`config.mk`:
```
export PLATFORM = sky130hd
export DESIGN_NAME = sparse_polynomial_add_merge_top
export DESIGN_NICKNAME = d
export VERILOG_FILES = /design/src/rtl/core/spadd_pkg.sv /design/src/rtl/core/sparse_polynomial_add_merge_top.sv
export SDC_FILE = /design/constraint.sdc
export NUM_CORES = 2
export LEC_CHECK = 0
export ABC_AREA = 0
export BUFFER_PORTS_ARGS = -buffer_cell sky130_fd_sc_hd__buf_2
export CORE_AREA = 2 2 466 468
export CTS_CLUSTER_DIAMETER = 50
export CTS_CLUSTER_SIZE = 28
export DETAILED_ROUTE_END_ITERATION = 8
export DIE_AREA = 0 0 468 470
export PLACE_DENSITY_LB_ADDON = 0.1
export REMOVE_ABC_BUFFERS = 1
export SYNTH_ARGS = -nofsm -noshare
export SYNTH_HDL_FRONTEND = slang
export SYNTH_SLANG_ARGS = --single-unit
export TNS_END_PERCENT = 100
```
`constraint.sdc`:
```
create_clock -name clock -period 12.1 [get_ports clock]
set_clock_uncertainty 0.1 [all_clocks]
set_input_delay 1.815 -clock clock [delete_from_list [all_inputs] [get_ports clock]]
set_output_delay 1.815 -clock clock [all_outputs]
set_load 0.05 [all_outputs]
```
`src/rtl/core/spadd_pkg.sv`:
```
`default_nettype none
// ----------------------------------------------------------------------------
// spadd_pkg: shared types and codes for the sparse polynomial adder
// Word formats for the request and response channels, the stored term
// format and the command codes.
// ----------------------------------------------------------------------------
package spadd_pkg;

   // default term capacity of each list
   localparam int unsigned DEPTH_DEF = 32;

   // field widths
   localparam int unsigned COEF_W     = 32;
   localparam int unsigned SUM_COEF_W = 33;
   localparam int unsigned EXP_W      = 16;
   localparam int unsigned CMD_W      = 2;

   // command codes
   localparam logic [CMD_W-1:0] CMD_LOAD_A = 2'd0;
   localparam logic [CMD_W-1:0] CMD_LOAD_B = 2'd1;
   localparam logic [CMD_W-1:0] CMD_MERGE  = 2'd2;

   // request word
   typedef struct packed {
      logic [CMD_W-1:0]         command;
      logic signed [COEF_W-1:0] coefficient;
      logic [EXP_W-1:0]         exponent;
   } req_word_type;

   // response word
   typedef struct packed {
      logic signed [SUM_COEF_W-1:0] sum_coefficient;
      logic [EXP_W-1:0]             sum_exponent;
      logic                         last_term;
      logic                         empty_result;
      logic                         overflow;
   } rsp_word_type;

   // one stored term
   typedef struct packed {
      logic signed [COEF_W-1:0] coefficient;
      logic [EXP_W-1:0]         exponent;
   } term_type;

endpackage : spadd_pkg
`default_nettype wire

```
`src/rtl/core/sparse_polynomial_add_merge_top.sv`:
```
`default_nettype none
// ----------------------------------------------------------------------------
// sparse_polynomial_add_merge_top: sparse polynomial adder
// Loads terms into two term memories, then merges both lists by descending
// exponent, adding coefficients of equal exponents.
//
//   Channel   Dir   Handshake              Word
//   req_*     in    req_valid/req_ready    spadd_pkg::req_word_type
//   rsp_*     out   rsp_valid/rsp_ready    spadd_pkg::rsp_word_type
//
// Loads stream at one word per cycle while no merge is walking the lists.
// Once a merge is accepted, it emits one word per cycle unless the response stalls,
// count_a + count_b words at most (one word when both lists are empty),
// paced by the single read port of each term memory.
// req_ready is low while a merge is walking the lists; a stalled response
// holds the read indices. Synchronous active-high reset clears the counts,
// the overflow flag and the response valid; memory contents are not reset.
// ----------------------------------------------------------------------------
module sparse_polynomial_add_merge_top #(
   parameter int unsigned DEPTH = spadd_pkg::DEPTH_DEF
) (
   input  wire                     clock,
   input  wire                     reset,
   // request channel
   input  wire                     req_valid,
   output logic                    req_ready,
   input  wire spadd_pkg::req_word_type req_word,
   // response channel
   output logic                    rsp_valid,
   input  wire                     rsp_ready,
   output spadd_pkg::rsp_word_type rsp_word
);
   import spadd_pkg::*;

   localparam int unsigned ADDR_W = (DEPTH > 1) ? $clog2(DEPTH) : 1;
   localparam int unsigned CNT_W  = $clog2(DEPTH + 1);
   localparam logic [CNT_W-1:0] DEPTH_CNT = CNT_W'(DEPTH);
   localparam logic [CNT_W-1:0] CNT_ONE   = CNT_W'(1);

   typedef enum logic {
      ST_IDLE,
      ST_MERGE
   } state_type;

   // state and registered outputs
   state_type        state_ff, state_in;
   logic [CNT_W-1:0] cnt_a_ff, cnt_a_in;
   logic [CNT_W-1:0] cnt_b_ff, cnt_b_in;
   logic [CNT_W-1:0] idx_a_ff, idx_a_in;
   logic [CNT_W-1:0] idx_b_ff, idx_b_in;
   logic             dropped_ff, dropped_in;
   logic             rsp_valid_ff, rsp_valid_in;
   rsp_word_type     rsp_word_ff, rsp_word_in;

   // term memories and their registered read data
   term_type mem_a [DEPTH];
   term_type mem_b [DEPTH];
   term_type rd_a_ff;
   term_type rd_b_ff;

   logic             req_fire;
   logic             wr_a;
   logic             wr_b;
   term_type         wr_term;
   logic             live_a;
   logic             live_b;
   logic             take_a;
   logic             take_b;
   logic             emit;
   logic             last;
   logic [CNT_W-1:0] next_a;
   logic [CNT_W-1:0] next_b;
   logic signed [SUM_COEF_W-1:0] ext_a;
   logic signed [SUM_COEF_W-1:0] ext_b;

   assign req_ready = (state_ff == ST_IDLE);
   assign req_fire  = req_valid && req_ready;
   assign rsp_valid = rsp_valid_ff;
   assign rsp_word  = rsp_word_ff;

   // load decode
   assign wr_term.coefficient = req_word.coefficient;
   assign wr_term.exponent    = req_word.exponent;
   assign wr_a = req_fire && (req_word.command == CMD_LOAD_A) && (cnt_a_ff < DEPTH_CNT);
   assign wr_b = req_fire && (req_word.command == CMD_LOAD_B) && (cnt_b_ff < DEPTH_CNT);

   // head selection
   assign live_a = (idx_a_ff < cnt_a_ff);
   assign live_b = (idx_b_ff < cnt_b_ff);
   assign ext_a  = {rd_a_ff.coefficient[COEF_W-1], rd_a_ff.coefficient};
   assign ext_b  = {rd_b_ff.coefficient[COEF_W-1], rd_b_ff.coefficient};

   always_comb begin
      take_a = 1'b0;
      take_b = 1'b0;
      if (live_a && live_b) begin
         take_a = (rd_a_ff.exponent >= rd_b_ff.exponent);
         take_b = (rd_b_ff.exponent >= rd_a_ff.exponent);
      end else begin
         take_a = live_a;
         take_b = live_b;
      end
   end

   assign emit   = (state_ff == ST_MERGE) && (!rsp_valid_ff || rsp_ready);
   assign next_a = take_a ? idx_a_ff + CNT_ONE : idx_a_ff;
   assign next_b = take_b ? idx_b_ff + CNT_ONE : idx_b_ff;
   assign last   = (next_a == cnt_a_ff) && (next_b == cnt_b_ff);

   // next-state logic
   always_comb begin
      state_in     = state_ff;
      cnt_a_in     = cnt_a_ff;
      cnt_b_in     = cnt_b_ff;
      idx_a_in     = idx_a_ff;
      idx_b_in     = idx_b_ff;
      dropped_in   = dropped_ff;
      rsp_valid_in = rsp_valid_ff && !rsp_ready;
      rsp_word_in  = rsp_word_ff;
      case (state_ff)
         ST_IDLE: begin
            if (req_fire) begin
               case (req_word.command)
                  CMD_LOAD_A: begin
                     if (wr_a) cnt_a_in = cnt_a_ff + CNT_ONE;
                     else      dropped_in = 1'b1;
                  end
                  CMD_LOAD_B: begin
                     if (wr_b) cnt_b_in = cnt_b_ff + CNT_ONE;
                     else      dropped_in = 1'b1;
                  end
                  CMD_MERGE: begin
                     state_in = ST_MERGE;
                  end
                  default: begin
                  end
               endcase
            end
         end
         ST_MERGE: begin
            if (emit) begin
               rsp_valid_in              = 1'b1;
               rsp_word_in.overflow      = dropped_ff;
               rsp_word_in.last_term     = last;
               rsp_word_in.empty_result  = !live_a && !live_b;
               if (take_a && take_b) begin
                  rsp_word_in.sum_coefficient = ext_a + ext_b;
                  rsp_word_in.sum_exponent    = rd_a_ff.exponent;
               end else if (take_a) begin
                  rsp_word_in.sum_coefficient = ext_a;
                  rsp_word_in.sum_exponent    = rd_a_ff.exponent;
               end else if (take_b) begin
                  rsp_word_in.sum_coefficient = ext_b;
                  rsp_word_in.sum_exponent    = rd_b_ff.exponent;
               end else begin
                  rsp_word_in.sum_coefficient = '0;
                  rsp_word_in.sum_exponent    = '0;
               end
               idx_a_in = next_a;
               idx_b_in = next_b;
               if (last) begin
                  state_in   = ST_IDLE;
                  cnt_a_in   = '0;
                  cnt_b_in   = '0;
                  idx_a_in   = '0;
                  idx_b_in   = '0;
                  dropped_in = 1'b0;
               end
            end
         end
         default: begin
            state_in = ST_IDLE;
         end
      endcase
   end

   // state and output registers
   always_ff @(posedge clock) begin
      if (reset) begin
         state_ff     <= ST_IDLE;
         cnt_a_ff     <= '0;
         cnt_b_ff     <= '0;
         idx_a_ff     <= '0;
         idx_b_ff     <= '0;
         dropped_ff   <= 1'b0;
         rsp_valid_ff <= 1'b0;
      end else begin
         state_ff     <= state_in;
         cnt_a_ff     <= cnt_a_in;
         cnt_b_ff     <= cnt_b_in;
         idx_a_ff     <= idx_a_in;
         idx_b_ff     <= idx_b_in;
         dropped_ff   <= dropped_in;
         rsp_valid_ff <= rsp_valid_in;
      end
      rsp_word_ff <= rsp_word_in;
   end

   // term memories: one write port, one read port each; the read address is
   // the next index so the head term lines up with the index register
   always_ff @(posedge clock) begin
      if (wr_a) mem_a[cnt_a_ff[ADDR_W-1:0]] <= wr_term;
      if (wr_b) mem_b[cnt_b_ff[ADDR_W-1:0]] <= wr_term;
      rd_a_ff <= mem_a[idx_a_in[ADDR_W-1:0]];
      rd_b_ff <= mem_b[idx_b_in[ADDR_W-1:0]];
   end

`ifndef NO_ASSERTIONS
   // read indices never pass the fill counts
   a_idx_bound: assert property (@(posedge clock) disable iff (reset)
      (idx_a_ff <= cnt_a_ff) && (idx_b_ff <= cnt_b_ff))
      else $error("read index past fill count");

   // fill counts stay within capacity
   a_cnt_bound: assert property (@(posedge clock) disable iff (reset)
      (cnt_a_ff <= DEPTH_CNT) && (cnt_b_ff <= DEPTH_CNT))
      else $error("fill count above capacity");

   // idle means indices are rewound
   a_idle_idx: assert property (@(posedge clock) disable iff (reset)
      (state_ff == ST_IDLE) |-> (idx_a_ff == '0) && (idx_b_ff == '0))
      else $error("indices not rewound in idle");

   // the final word of a merge clears both lists and the overflow flag
   a_last_clear: assert property (@(posedge clock) disable iff (reset)
      (emit && last) |=> (cnt_a_ff == '0) && (cnt_b_ff == '0) && !dropped_ff
                         && rsp_valid_ff && rsp_word_ff.last_term)
      else $error("merge end did not clear state");

   // an empty result is always the only and last word
   a_empty_last: assert property (@(posedge clock) disable iff (reset)
      (rsp_valid_ff && rsp_word_ff.empty_result) |-> rsp_word_ff.last_term)
      else $error("empty result not marked last");
`endif
endmodule : sparse_polynomial_add_merge_top
`default_nettype wire

```
; ---- After elaboration in Yosys (flattened, before gate mapping)
; Memory sizes are Yosys's and may differ from the RTL's. A register that Yosys moved wholly into a read port is not among the register bits.
; Cells that the tools add are included.
[word_totals]
reg_bits = 79
mem_count = 2
elab_cells = 104
ramBits = 3072
[mem_list]
columns = memory, depth, width, read_ports, rd_ports_with_merged_regs, wr, line
row1 = mem_a, 32, 48, 1, 1, 1, sparse_polynomial_add_merge_top.sv:56  ; term_type mem_a [DEPTH];
row2 = mem_b, 32, 48, 1, 1, 1, sparse_polynomial_add_merge_top.sv:57  ; term_type mem_b [DEPTH];
[classes]
bitwise = 1
n_mux = 41
order_cmp = 6
n_eq_ne = 14
n_reduce_logical = 21
add_sub_neg = 5
[op_table]
columns = op, count
row1 = 49-bit two-way mux, 3
row2 = 6-bit two-way mux, 12
row3 = 32-bit by 32-bit adder with 33-bit output, 1
row4 = 16-bit greater-or-equal comparator, 2
row5 = "6-bit by 1-bit adder with 6-bit output, second input constant", 4
row6 = 6-bit case mux with 2 select lines, 2
row7 = 5-bit two-way mux, 4
row8 = 1-bit two-way mux, 17
row9 = "2-bit by 1-bit inequality test with 1-bit output, second input constant", 7
row10 = 6-bit == test, 2
row11 = 6-bit < comparator, 2
row12 = "6-bit < comparator, second input constant", 2
row13 = 1-bit logical AND, 11
row14 = 5-bit AND reduction, 2
row15 = "3-bit inequality test, second input constant", 2
row16 = 1-bit case mux with 2 select lines, 3
row17 = 6-bit AND reduction, 1
row18 = 1-bit logical NOT, 4
row19 = "3-bit by 1-bit inequality test with 1-bit output, second input constant", 1
row20 = "2-bit by 1-bit == test with 1-bit output, second input constant", 1
row21 = "2-bit == test, second input constant", 1
row22 = 2-bit logical NOT, 1
row23 = 2-bit AND reduction, 1
row24 = 1-bit logical OR, 1
row25 = 1-bit inverter, 1

; ---- Logic depth before layout (Yosys ltp)
[logic_depth]
ltp_word = 9
ltp_mapped = 20
depth_no_buf = 16

; ---- Worst setup path before layout
; Ideal clock, no wire load.
[synth_path]
kind = input to register
startpoint = input port rsp_ready
endpoint = register, netlist name ext_a[0]
path_slack_ps = 6025
cell_stages = 12
path_buffers = 1
required_ps = 11914
arrival_time_ps = 5890
cell_sequence = nand2b_1 -> nand2_1 -> clkinv_1 -> and3_1 -> xnor2_1 -> nand2_1 -> a311oi_2 -> buf_2 -> a22o_1 -> a21oi_1 -> and4_1 -> a211oi_1
[synth_between]
elab_chain_len = 4
[synth_lines]
columns = element, line
row1 = "start, declared", sparse_polynomial_add_merge_top.sv:30  ; input wire rsp_ready,
row2 = 1-bit logical OR, sparse_polynomial_add_merge_top.sv:105  ; assign emit = (state_ff == ST_MERGE) && (!rsp_valid_ff || rsp_ready);
row3 = 1-bit logical AND, sparse_polynomial_add_merge_top.sv:105
row4 = 5-bit two-way mux, sparse_polynomial_add_merge_top.sv:141  ; if (emit) begin
row5 = 5-bit two-way mux, sparse_polynomial_add_merge_top.sv:120  ; case (state_ff)
; Every way passes these cells.
; A chain may end at the register's enable or synchronous reset.

; ---- Worst setup path in the final report
[layout_path]
startpoint = register, netlist name rd_a_ff[11]
endpoint = register, netlist name ext_a[29]
[layout_between]
elab_chain_len = 8
word_cells_on_any_way = 12
classes_between = 2 x order compare / 2 x eq/ne / 7 x mux / 1 x reduce/logical
[layout_lines]
columns = element, line
row1 = 16-bit greater-or-equal comparator (on tied branches), "sparse_polynomial_add_merge_top.sv:97, sparse_polynomial_add_merge_top.sv:98"
row2 = 1-bit two-way mux, sparse_polynomial_add_merge_top.sv:96  ; if (live_a && live_b) begin
row3 = 6-bit two-way mux (on tied branches), "sparse_polynomial_add_merge_top.sv:106, sparse_polynomial_add_merge_top.sv:107"
row4 = 6-bit == test, sparse_polynomial_add_merge_top.sv:108  ; assign last = (next_a == cnt_a_ff) && (next_b == cnt_b_ff);
row5 = 1-bit logical AND, sparse_polynomial_add_merge_top.sv:108
row6 = 6-bit two-way mux *, sparse_polynomial_add_merge_top.sv:161  ; if (last) begin
row7 = 5-bit two-way mux *, sparse_polynomial_add_merge_top.sv:141
row8 = 5-bit two-way mux *, sparse_polynomial_add_merge_top.sv:120
; Every way passes the cells marked *; elsewhere a longest branch is shown, timed or not.

==> impl_results.md <==
- Post-Syn Area: 126000 sq um
- Fillers: about 15000
- Share of layout cells above drive strength 1: 0.108
- Mean Syn Cell Area: around 15 sq um
- Total CTS buffers: 297
- Initial core utilization: 0.584
- Initial antenna violation count: 22
- Worst-skew pair later-pin latency: around 0.95 ns
- CTS Buffer Depth: 4
- Worst slew margin: 0.120
- Endpoints failing setup: 0
- Final Cell Area: 140000 sq um
- H-tree depth: 5
- Final core occ: 0.651
- Core Region: ~220000 sq um
- Area contributors post-synth: edfxtp_1, nand2_1, mux2i_1
- Grt ovf: 0
- First-pass GRT wire length: 533000 microns
- Sequential-to-total area share from yosys stat: 0.764
- DP Area: 130000 sq um
- Clock tree from TritonCTS: yes
- CP Capture Type: flip-flop
- Final ANT Viol Nets: 0
- PortBufs: about 110
- Final-stage net count: 8663
- Type of the worst setup path: flip-flop to flip-flop
- Number of synthesized flops with an enable pin: 3124
- # hold bufs at CTS: 0
- Startpoint Class: flip-flop
- Die area: 220000 sq um
- Mapped Cells: between 8000 and 9000
- Worst hold-check path type: flip-flop to flip-flop
- Pwr/cell area: 162 nW/um^2
- IO Pins: 108
- Status: complete, no violations
- Count leader, synth: edfxtp_1
- Root Driver: clkbuf_16
- Worst-Margin Slew: around 1.3 ns
- Routed vias/inst: roughly 6.7
- Max Cap Violations: 0
- Post-CTS setup buffers: 0
- Pin count of the biggest net entering global routing: around 130
- Row cnt: 171
- Period utilization: 0.617
- DRT Pass-1 Iters: 7
- Asr flop ratio synth: 0
- Final Slew Violations: 0
- Hold_ws: 0.352 ns
- Reg clk slew, reported paths: ~0.070 ns
- Number of library cell types mapped by synthesis: between 80 and 90
- Overall Global Routing Usage: 0.334
- FMAX: 134 MHz
- Post-cts resize count: 0
- Die Y: about 470 microns
- Die width: between 400 and 500 microns
- CP Data Required Time: 12.73 ns
- GP Congestion: 0.899
- WL final: 370000 microns
- Clock Sink Count: 3247
- Leading register cell type out of synthesis: edfxtp_1
- DRC: 0
- DR iter-0 viols: 10200
- Synthesized flop and latch total: around 3200
- Via count: slightly below 80000
- Vias in the first global route: 76100
- Crit path max fanout: 39
- Synth top area share: 0.744
- RSZ-0062 raised after global routing: false
- Hpwl dp: 199000 microns
- Leakage: around 0.046 uW
- Synth top cells by count: edfxtp_1, nand2_1, nor2_1
- Wire per inst: 31.9 microns
- Area Growth Syn to Fin: 11.4%
- Min Tclk post-route: 7.46 ns
- Power, Total: 22800 uW
- Synthesis Warnings: 0
- Area leader, netlist: edfxtp_1
- Final Hold Fails: 0
- Peak VDD IR: 153 uV
- Worst Path Arrival: 8.09 ns
[power breakdown]
group	switching, uW	internal [uW]	total (uW)
Clock	4470	5300	9770
Combinational	524	140	664
Sequential	40.2	12300	12400
Total	5040	17800	22800
[per-stage QoR]
| stage | setup WS [ns] | setup TNS (ns) | std cells |
|---|---|---|---|
| 2_1_floorplan | -15.32 | -1154.60 | 7939 |
| 3_3_place_gp | 4.84 | 0 | 11100 |
| 3_5_place_dp | 4.84 | 0 | 11100 |
| 4_1_cts | 4.83 | 0 | 11600 |
| 5_1_grt | 4.64 | 0 | 11600 |
| 6_report | 4.64 | 0 | 11600 |
[flip-flops by register name (all words and copies together), names as in the netlist]
register / count
rd_a_ff: 16
dropped_ff: 1
state_ff: 1
rsp_valid: 1
rd_b_ff: 16
idx_b_ff: 6
mem_a: 1536
cnt_b_ff: 6
cnt_a_ff: 6
ext_b: 32
idx_a_ff: 6
ext_a: 32
rsp_word: 52
mem_b: 1536
[final timing paths]
kind	start	cells past startpoint	slack (ns)	endpoint
setup / recovery	rd_a_ff[11]	16	4.64	ext_a[29]
hold / removal	dropped_ff	0	0.35	rsp_word[0]
setup reg to reg	rd_a_ff[11]	16	4.64	ext_a[29]
hold reg to reg	dropped_ff	0	0.35	rsp_word[0]
[logic make-up after synthesis]
| group | after synthesis | share of synthesized area |
|---|---|---|
| adders and majority gates | 69 | 0.00691 |
| buffers and inverters | 599 | 0.0192 |
| muxes | 297 | 0.0236 |
| DFF | 3247 | 0.764 |
| and+or+nand+nor | 2251 | 0.0746 |
| AOI/OAI and AO/OA | 1975 | 0.108 |
| xor gates and xnor gates | 55 | 0.00382 |
[area by class of cell]
type	instances	area, sq um	share of cell area
diodes	10	25.0	0.000178
clock buffers	322	7660	0.0545
clock inverters	196	2450	0.0174
inverters	45	170	0.00121
multi-input cells	4647	28200	0.201
flip-flops and latches	3247	96300	0.685
well taps	2854	3570	0.0254
repair buffers	302	2120	0.0151
[critical path: stages (launching register included)]
cell	delay [ns]
dfxtp_1	0.49
inv_1	0.12
ha_1	0.34
nand4_1	0.32
a2111o_1	0.48
nand4_2	0.42
a21oi_2	0.16
buf_4	0.25
or3_1	0.39
a2111o_1	0.44
nor3_4	0.57
nand2_4	0.59
buf_4	0.49
o21ai_4	0.36
buf_4	0.61
a221oi_1	0.18
nor4_1	0.85
[layout by cell type, fill, tap and decap left out, drive strengths merged, types with 10 or more instances in the layout]
| cell | netlist | final |
|---|---|---|
| a221oi | 145 | 145 |
| dfxtp | 123 | 123 |
| a21o | 15 | 15 |
| bufinv | 0 | 24 |
| a2bb2oi | 48 | 48 |
| a22o | 55 | 55 |
| ha | 68 | 68 |
| a211o | 51 | 51 |
| buf | 160 | 302 |
| xor2 | 21 | 21 |
| nand3 | 129 | 129 |
| and4 | 49 | 49 |
| nor3 | 112 | 112 |
| nor2 | 520 | 520 |
| and2 | 10 | 10 |
| a221o | 49 | 49 |
| clkinv | 1 | 77 |
| clkinvlp | 0 | 16 |
| o21ai | 267 | 267 |
| nand4 | 14 | 14 |
| xnor2 | 34 | 34 |
| o22a | 140 | 140 |
| a22oi | 152 | 152 |
| a211oi | 58 | 58 |
| inv | 44 | 124 |
| nand2b | 12 | 12 |
| diode | 0 | 10 |
| o22ai | 380 | 380 |
| a31oi | 385 | 385 |
| a21oi | 178 | 178 |
| nand2 | 1311 | 1311 |
| and3 | 59 | 59 |
| mux2i | 295 | 295 |
| edfxtp | 3124 | 3124 |
| clkbuf | 394 | 322 |
[per-layer routing]
metal / track usage / part of all wire / vias to the layer above
li1: - / - / 33100
met1: 0.456 / 0.38 / 39800
met2: 0.540 / 0.48 / 4327
met3: 0.0551 / 0.097 / 827
met4: 0.135 / 0.045 / 4
met5: 0 / 0.000086 / -
No activity file was read; power rests on OpenSTA's default activity.
